## config.mk

```make
export PLATFORM = sky130hd
export DESIGN_NAME = key_value_cam_table_top
export DESIGN_NICKNAME = d
export VERILOG_FILES = /design/src/hw/rtl/kvct_pkg.sv /design/src/hw/rtl/kvct_cell.sv /design/src/hw/rtl/key_value_cam_table_top.sv
export SDC_FILE = /design/constraint.sdc
export NUM_CORES = 2
export LEC_CHECK = 0
export BUFFER_PORTS_ARGS = -buffer_cell sky130_fd_sc_hd__buf_2
export CAP_MARGIN = 15
export CORE_ASPECT_RATIO = 1.2
export CORE_MARGIN = 8
export CORE_UTILIZATION = 47
export DETAILED_ROUTE_END_ITERATION = 7
export GPL_TIMING_DRIVEN = 0
export REMOVE_ABC_BUFFERS = 1
export SLEW_MARGIN = 20
export SYNTH_ARGS = -nofsm -noshare
export SYNTH_HDL_FRONTEND = slang
export SYNTH_SLANG_ARGS = --single-unit
```

## constraint.sdc

```tcl
create_clock -name i_clk -period 12.4 [get_ports i_clk]
set_clock_uncertainty 0.15 [all_clocks]
set_input_delay 3.72 -clock i_clk [delete_from_list [all_inputs] [get_ports i_clk]]
set_output_delay 3.72 -clock i_clk [all_outputs]
set_load 0.005 [all_outputs]
```

## src/hw/rtl/kvct_pkg.sv

```systemverilog
`timescale 1ns / 1ps
// shared types and constants for the key/value cam table
// used by kvct_cell and key_value_cam_table_top, no dependencies
package kvct_pkg;

    localparam int TABLE_ENTRIES = 16;
    localparam int IDX_W         = (TABLE_ENTRIES > 1) ? $clog2(TABLE_ENTRIES) : 1;
    localparam int KEY_W         = 64;
    localparam int VAL_W         = 64;

    typedef logic [IDX_W-1:0] t_idx;

    // opcodes
    localparam logic [1:0] OP_INSERT = 2'd0;
    localparam logic [1:0] OP_REMOVE = 2'd1;
    localparam logic [1:0] OP_LOOKUP = 2'd2;

    // result status codes
    localparam logic [1:0] ST_OK        = 2'd0;
    localparam logic [1:0] ST_CONFLICT  = 2'd1;
    localparam logic [1:0] ST_FULL      = 2'd2;
    localparam logic [1:0] ST_NOT_FOUND = 2'd3;

    // query token handed from cell to cell
    typedef struct packed {
        logic             valid;
        logic [1:0]       opcode;
        logic [KEY_W-1:0] key;
        logic [VAL_W-1:0] value;
        logic             hit;
        t_idx             hit_idx;
        logic [VAL_W-1:0] hit_value;
        logic             free;
        t_idx             free_idx;
    } t_token;

    // table update broadcast back to the cells
    typedef struct packed {
        logic             set;
        logic             clear;
        t_idx             idx;
        logic [KEY_W-1:0] key;
        logic [VAL_W-1:0] value;
    } t_commit;

endpackage

```

## src/hw/rtl/kvct_cell.sv

```systemverilog
`timescale 1ns / 1ps
// one table slot: holds valid/key/value and passes the query token on
// depends on kvct_pkg
module kvct_cell (
    input  logic              i_clk,
    input  logic              i_rst_n,
    input  kvct_pkg::t_idx    i_index,
    input  kvct_pkg::t_token  i_tok,
    input  kvct_pkg::t_commit i_commit,
    output kvct_pkg::t_token  o_tok
);

    logic                      r_valid;
    logic [kvct_pkg::KEY_W-1:0] r_key;
    logic [kvct_pkg::VAL_W-1:0] r_value;
    logic                      r_tok_valid;
    kvct_pkg::t_token          r_tok;
    kvct_pkg::t_token          n_tok;
    logic                      w_match;
    logic                      w_sel;

    assign w_match = r_valid && (r_key == i_tok.key);
    assign w_sel   = (i_commit.idx == i_index);

    always_comb begin
        n_tok = i_tok;
        // first matching slot wins, table keeps keys unique anyway
        if (w_match && !i_tok.hit) begin
            n_tok.hit       = 1'b1;
            n_tok.hit_idx   = i_index;
            n_tok.hit_value = r_value;
        end
        // lowest free slot
        if (!r_valid && !i_tok.free) begin
            n_tok.free     = 1'b1;
            n_tok.free_idx = i_index;
        end
    end

    always_ff @(posedge i_clk) begin
        if (!i_rst_n) begin
            r_valid     <= 1'b0;
            r_tok_valid <= 1'b0;
        end else begin
            r_tok_valid <= n_tok.valid;
            if (w_sel && i_commit.set) begin
                r_valid <= 1'b1;
            end else if (w_sel && i_commit.clear) begin
                r_valid <= 1'b0;
            end
        end
    end

    always_ff @(posedge i_clk) begin
        r_tok <= n_tok;
        if (w_sel && i_commit.set) begin
            r_key   <= i_commit.key;
            r_value <= i_commit.value;
        end
    end

    always_comb begin
        o_tok       = r_tok;
        o_tok.valid = r_tok_valid;
    end

endmodule

```

## src/hw/rtl/key_value_cam_table_top.sv

```systemverilog
`timescale 1ns / 1ps
// an item passes one slot cell per cycle (the first at acceptance); at the end of
// the row it is resolved, and the table update and the pending result register load
// together; the result then moves into the output register once that is empty or read.
// one item at a time: a new item is accepted only after the last result has moved on.
// synchronous active-low reset clears all valid bits; the table starts empty.
// depends on kvct_pkg and kvct_cell
module key_value_cam_table_top (
    input  logic          i_clk,
    input  logic          i_rst_n,
    input  logic          s_axis_tvalid,
    output logic          s_axis_tready,
    input  logic [127:0]  s_axis_tdata,  // key [63:0], value_in [127:64]
    input  logic [1:0]    s_axis_tuser,  // opcode [1:0]
    output logic          m_axis_tvalid,
    input  logic          m_axis_tready,
    output logic [63:0]   m_axis_tdata,  // value_out [63:0]
    output logic [1:0]    m_axis_tuser   // status [1:0]
);

    localparam int N = kvct_pkg::TABLE_ENTRIES;

    kvct_pkg::t_token  w_tok [0:N];
    kvct_pkg::t_token  w_head;
    kvct_pkg::t_commit w_commit;
    kvct_pkg::t_token  w_end;
    logic [N-1:0]      w_tok_valid;

    logic                       r_busy;
    logic                       r_pend_valid;
    logic [1:0]                 r_pend_status;
    logic [kvct_pkg::VAL_W-1:0] r_pend_value;
    logic                       r_out_valid;
    logic [1:0]                 r_out_status;
    logic [kvct_pkg::VAL_W-1:0] r_out_value;

    logic [1:0]                 w_status;
    logic [kvct_pkg::VAL_W-1:0] w_value;
    logic                       w_accept;
    logic                       w_out_load;

    assign s_axis_tready = !r_busy;
    assign w_accept      = s_axis_tvalid && s_axis_tready;

    always_comb begin
        w_head           = '0;
        w_head.valid     = w_accept;
        w_head.opcode    = s_axis_tuser;
        w_head.key       = s_axis_tdata[63:0];
        w_head.value     = s_axis_tdata[127:64];
    end

    assign w_tok[0] = w_head;

    for (genvar i = 0; i < N; i++) begin : g_cell
        kvct_cell u_cell (
            .i_clk    (i_clk),
            .i_rst_n  (i_rst_n),
            .i_index  (kvct_pkg::t_idx'(i)),
            .i_tok    (w_tok[i]),
            .i_commit (w_commit),
            .o_tok    (w_tok[i+1])
        );
        assign w_tok_valid[i] = w_tok[i+1].valid;
    end

    assign w_end = w_tok[N];

    // resolve the item at the end of the row
    always_comb begin
        w_status       = kvct_pkg::ST_NOT_FOUND;
        w_value        = '0;
        w_commit       = '0;
        w_commit.key   = w_end.key;
        w_commit.value = w_end.value;
        case (w_end.opcode)
            kvct_pkg::OP_INSERT: begin
                if (w_end.hit) begin
                    w_status = (w_end.hit_value == w_end.value) ? kvct_pkg::ST_OK
                                                                : kvct_pkg::ST_CONFLICT;
                end else if (w_end.free) begin
                    w_status     = kvct_pkg::ST_OK;
                    w_commit.set = w_end.valid;
                    w_commit.idx = w_end.free_idx;
                end else begin
                    w_status = kvct_pkg::ST_FULL;
                end
            end
            kvct_pkg::OP_REMOVE: begin
                if (w_end.hit) begin
                    w_status       = kvct_pkg::ST_OK;
                    w_commit.clear = w_end.valid;
                    w_commit.idx   = w_end.hit_idx;
                end
            end
            kvct_pkg::OP_LOOKUP: begin
                if (w_end.hit) begin
                    w_status = kvct_pkg::ST_OK;
                    w_value  = w_end.hit_value;
                end
            end
            default: begin
                w_status = kvct_pkg::ST_NOT_FOUND;
            end
        endcase
    end

    assign w_out_load = r_pend_valid && (!r_out_valid || m_axis_tready);

    always_ff @(posedge i_clk) begin
        if (!i_rst_n) begin
            r_busy       <= 1'b0;
            r_pend_valid <= 1'b0;
            r_out_valid  <= 1'b0;
        end else begin
            if (w_accept) begin
                r_busy <= 1'b1;
            end else if (w_out_load) begin
                r_busy <= 1'b0;
            end
            if (w_end.valid) begin
                r_pend_valid <= 1'b1;
            end else if (w_out_load) begin
                r_pend_valid <= 1'b0;
            end
            if (w_out_load) begin
                r_out_valid <= 1'b1;
            end else if (m_axis_tready) begin
                r_out_valid <= 1'b0;
            end
        end
    end

    always_ff @(posedge i_clk) begin
        if (w_end.valid) begin
            r_pend_status <= w_status;
            r_pend_value  <= w_value;
        end
        if (w_out_load) begin
            r_out_status <= r_pend_status;
            r_out_value  <= r_pend_value;
        end
    end

    assign m_axis_tvalid = r_out_valid;
    assign m_axis_tdata  = r_out_value;
    assign m_axis_tuser  = r_out_status;

`ifndef NO_ASSERTIONS
    a_one_item_in_row: assert property (@(posedge i_clk) disable iff (!i_rst_n)
        $onehot0(w_tok_valid))
        else $error("more than one item in the cell row");

    a_set_clear_excl: assert property (@(posedge i_clk) disable iff (!i_rst_n)
        !(w_commit.set && w_commit.clear))
        else $error("table set and clear at once");

    a_pend_free: assert property (@(posedge i_clk) disable iff (!i_rst_n)
        w_end.valid |-> !r_pend_valid)
        else $error("result arrived while previous one pending");

    a_busy_in_flight: assert property (@(posedge i_clk) disable iff (!i_rst_n)
        (w_end.valid || r_pend_valid || (|w_tok_valid)) |-> r_busy)
        else $error("item in flight while not busy");

    a_value_zero: assert property (@(posedge i_clk) disable iff (!i_rst_n)
        (r_out_valid && (r_out_status != kvct_pkg::ST_OK)) |-> (r_out_value == '0))
        else $error("nonzero value on failed item");
`endif

endmodule
```

; Yosys cells after proc, flatten, opt, wreduce, memory -nomap -nowiden
; Index checks and enable logic that the tools add are counted.
[totals]
out_inout_bits = 68
input_bits = 134
wordCells = 451
reg_bits = 5479
[op_classes]
mux = 67
n_reduce_logical = 151
n_eq_ne = 34
[op_table]
columns = operator, count
row1 = $eq 64x64->1, 17
row2 = $mux 64, 15
row3 = $logic_and 1x1->1, 80
row4 = $mux 69, 1
row5 = $logic_not 1->1, 47
row6 = $mux 1, 42
row7 = $reduce_bool 2->1, 19
row8 = $eq 4x4->1 const B, 8
row9 = $eq 4x3->1 const B, 4
row10 = $mux 5, 2
row11 = $eq 4x2->1 const B, 2
row12 = $mux 4, 2
row13 = $pmux 4 s2, 1
row14 = $mux 2, 3
row15 = $eq 4x1->1 const B, 1
row16 = $logic_not 4->1, 1
row17 = $pmux 2 s2, 1
row18 = $eq 2x1->1 const B, 1
row19 = $eq 2x2->1 const B, 1
row20 = $logic_not 2->1, 1
row21 = $reduce_and 2->1, 1
row22 = $reduce_or 2->1, 1
row23 = $logic_or 1x1->1, 1

; Longest topological paths before layout
[logic_depth]
ltp_word = 7
depth_mapped = 9
ltp_nobuf = 8

; Hierarchy
; From an unflattened synthesis, not the netlist that was laid out.
[hier_totals]
hier_cells = 8783
area_unflattened_um2 = 160296.2
[modules_own_cells]
columns = module, seq_area_each_um2, cells_each, area_per_inst_um2, n_inst
row1 = kvct_cell, 7967.6, 528, 9680.5, 16
row2 = key_value_cam_table_top, 4023.9, 335, 5407.7, 1

; Worst setup path before layout
; No wires, ideal clock.
[synth_timing]
path_kind = reg2reg
from = register g_cell[15].u_cell.r_tok_valid
to = register g_cell[10].u_cell.r_key[0] (netlist bit), enable pin
required_time_ps = 11632
period_less_slack_ps = 8393
arrival_ps = 7625
path_stages_with_launch = 4
n_path_buf = 0
path_slack_ps = 4007
setup_ps = 618
cell_sequence = dfxtp_1 and2_1 nand3_1 nor2_1
[synth_via]
elab_chain_len = 4
[synth_lines]
columns = item, line
row1 = start: declaration, kvct_cell.sv:16  ; logic r_tok_valid;
row2 = start signal: assignment, kvct_cell.sv:45  ; r_tok_valid <= n_tok.valid;
row3 = $mux 1, key_value_cam_table_top.sv:81  ; end else if (w_end.free) begin
row4 = $mux 1, key_value_cam_table_top.sv:78  ; if (w_end.hit) begin
row5 = $mux 1, key_value_cam_table_top.sv:76  ; case (w_end.opcode)
row6 = $logic_and 1x1->1, kvct_cell.sv:56  ; if (w_sel && i_commit.set) begin
row7 = end signal: assignment, kvct_cell.sv:57  ; r_key <= i_commit.key;
row8 = end: declaration, kvct_cell.sv:14  ; logic [kvct_pkg::KEY_W-1:0] r_key;
; Every way passes these cells.
; A chain may end at the register's enable or synchronous reset.

; Worst setup path after layout
[layout_timing]
from = input s_axis_tdata[61]
to = register g_cell[0].u_cell.r_tok, in the netlist g_cell[0].u_cell.o_tok[48]
[layout_via]
elab_chain_len = 2
[layout_lines]
columns = item, line
row1 = start: declaration, key_value_cam_table_top.sv:13  ; input logic [127:0] s_axis_tdata,
row2 = $eq 64x64->1, kvct_cell.sv:22  ; assign w_match = r_valid && (r_key == i_tok.key);
row3 = $logic_and 1x1->1, kvct_cell.sv:22
row4 = end signal: assignment, kvct_cell.sv:55  ; r_tok <= n_tok;
row5 = end: declaration, kvct_cell.sv:17  ; kvct_pkg::t_token r_tok;
; Every way passes these cells.

==> results.ini <==
[die]
dieArea_um2 = 354400
start_util_pct = 47.11
core_area_um2 = 334700
die_w_um = 544.7
ios = 202
die_y_um = 650.5
fp-row-count = 233

[sta]
setup_tns_ns = 0
grt_setup_unrepaired = no
max_clock_freq_ghz = 0.1417
slew_viol_final = 0
fin_crit_ns = 7.058
tightest_slew_ns = 1.196
setup_viol = 0
finalHoldViolCount = 0
max_slew_margin_pct = 20.18
min_period_over_period_pct = 56.92

[global_routing]
grt_antenna_before_repair = 53
grt_pass1_wl_mm = 536.0
grt-ovfl-total = 0
grt_pass1_vias = 74000
grt_usage_pct = 21.05
grt_max_degree = 89

[route]
firstDrtPassIters = 6
routedWlPerCell_um = 26.60
drc = 0
routed_wl_mm = 381.1
drtIter0Drc = 6210
viasPerCell = 5.045
vias = 72270
ant_nets = 0

[clocking]
numClockSinks = 5449
ctsResizeCount = 0
clkTransAtPathRegs_ns = 0.06
insertion_delay_ns = 1.02
cts_tree = yes
ctsLongestPathBuffers = 4
htreeDepth = 5
post_cts_buffers = 0
cts_hold_buf = 0
cts_buffers = 485
clock-root-buffer = clkbuf_16

[synth]
synth-main-ff-cell = dfxtp_1
yosysMostFrequentCell = dfxtp_1
ys_warn_count = 0
synthTopCellsByCount = dfxtp_1 (3269), edfxtp_1 (2180), mux2_2 (922), xnor2_1 (538), xor2_1 (358)
synthArstFlopShare_pct = 0
synth_largest_area_cell = edfxtp_1
synth_top_area_share_pct = 41.52
syn-cell-area_um2 = 157700
synth_cell_types = 59
synth-edff-count = 2180
ys_ff_latch = 5449
ys_top_cells_by_area = edfxtp_1 (42%), dfxtp_1 (42%), mux2_2 (6.6%), xnor2_1 (3.0%), xor2_1 (2.0%)
yosysSeqAreaShare_pct = 83.02
synth_cells = 8675
syn_area_per_cell_um2 = 18.18

[power_and_ir_drop]
ir_worst_vdd_v = 0.0001409
power.total_mw = 34.82
power_per_cell_area_nw_per_um2 = 189.0
leakage_nw = 69.64

[worst_setup_path]
r2r-start = g_cell[0].u_cell.r_key[61]
setup.worst_path.start = s_axis_tdata[61]
cp_max_fo = 8
critPathLaunchType = input pin
required_ns = 13.16
arrival_ns = 7.82
end_kind = register
critical_path_class = input pin to register
reg2regPathDepth = 15

[worst_hold_path]
hp-class = register to register
whs_path_depth = 0
hold_path_startpoint = g_cell[12].u_cell.o_tok[128]

[final_layout]
area_delta_synth_final_pct = 16.84
drive_gt1_share_pct = 22.62
instances_no_fill = 14320
nNetsFinal = 9539

[flow_run]
drv_cap = 0

[status]
status = completed

[placement]
dp_hpwl_mm = 261.1
post-place-cells = 13380
io_buffers = 201
place.gp.congestion = 0.8971

## routing by layer
layer  track usage [%]  vias up  routed length [µm]
met3             2.806      699               19790
met5                 0        -                   0
met4             8.596        0               18260
li1                  -    32290                   -
met2             37.10     2212              192900
met1             26.10    37070              150100
## layout make-up
class / instances / area, µm²
inverters: 197 / 822.0
well taps: 4465 / 5587
clock buffers: 721 / 14280
repair buffers: 382 / 4777
diodes: 22 / 55.05
fillers: 26020 / 150400
flip-flops and latches: 5449 / 131000
multi-input cells: 2886 / 25540
clock inverters: 202 / 2183
## through the flow
stage	instance area (µm²)	worst slack [ns]	utilization [%]	hold slack, ns
global placement	163700	-9.171	48.90	0.1604
global route	184200	5.275	55.04	0.1600
finish	184200	5.342	55.05	0.1431
CTS	184200	5.424	55.03	0.1410
floorplan	157100	4.006	-	0.1596
detailed placement	167700	4.376	50.11	0.1621
## registers in the layout (all words and copies together) (netlist names)
register / flops
m_axis_tuser: 2
g_cell.u_cell.r_key: 1024
r_pend_valid: 1
g_cell.u_cell.r_tok_valid: 16
g_cell.u_cell.o_tok: 3234
r_pend_status: 2
r_pend_value: 64
m_axis_tdata: 64
g_cell.u_cell.r_value: 1024
r_busy: 1
g_cell.u_cell.r_valid: 16
m_axis_tvalid: 1
## worst max-delay path, stage by stage
cell and delay [ns]:
buf_2 0.12, xnor2_1 0.27, nand4_1 0.31, nor4_1 0.63
nand4_1 0.23, nor4_2 0.30, buf_4 0.22, buf_4 0.22
buf_2 0.23, buf_2 0.23, buf_2 0.24, buf_2 0.24
buf_4 0.19, buf_2 0.23, buf_2 0.25, and2_1 0.15
## where the power goes
part / switching, mW / internal (mW) / leakage (nW)
registers: 0.373 / 19.0 / 47.1
clock network: 6.50 / 8.61 / 8.08
logic: 0.210 / 0.163 / 14.5
total: 7.08 / 27.7 / 69.6
## kinds of logic (layout without fill, tap and decap cells)
family                   after synthesis  after routing  share of synthesized area, %
flip-flops                          5449           5449                         83.02
multiplexers                         960            960                         6.932
XOR/XNOR                             896            896                         4.977
AND/OR/NAND/NOR                      801            801                         3.061
buffers and inverters                340           1502                        0.8602
AO/OA/AOI/OAI                        225            225                         1.118
adder cells (fa/ha/maj)                4              4                       0.03174
other                                  0             22                             0
## worst paths after layout
check                                 endpoint  slack (ns)
setup reg to reg    g_cell[0].u_cell.o_tok[48]        7.77
hold / removal    g_cell[13].u_cell.o_tok[128]        0.14
hold reg to reg   g_cell[13].u_cell.o_tok[128]        0.14
setup / recovery    g_cell[0].u_cell.o_tok[48]        5.34
## cells in the final DEF, fill, tap and decap left out, types with 32 or more instances in the layout
cell,n
dfxtp_1,3205
edfxtp_1,2180
mux2_2,922
xnor2_1,538
clkbuf_16,503
xor2_1,358
buf_2,210
inv_1,186
nand4_1,174
clkbuf_1,131
nor4_1,123
and2_1,98
nand2b_1,91
clkinv_2,89
clkbuf_8,87
buf_16,84
and3_1,66
nor2b_1,63
dfxtp_2,62
o22ai_1,52
buf_12,50
nor2_1,39
nand2_1,32
mux2_4,32
Note: power is estimated with default switching activity, not from simulation.
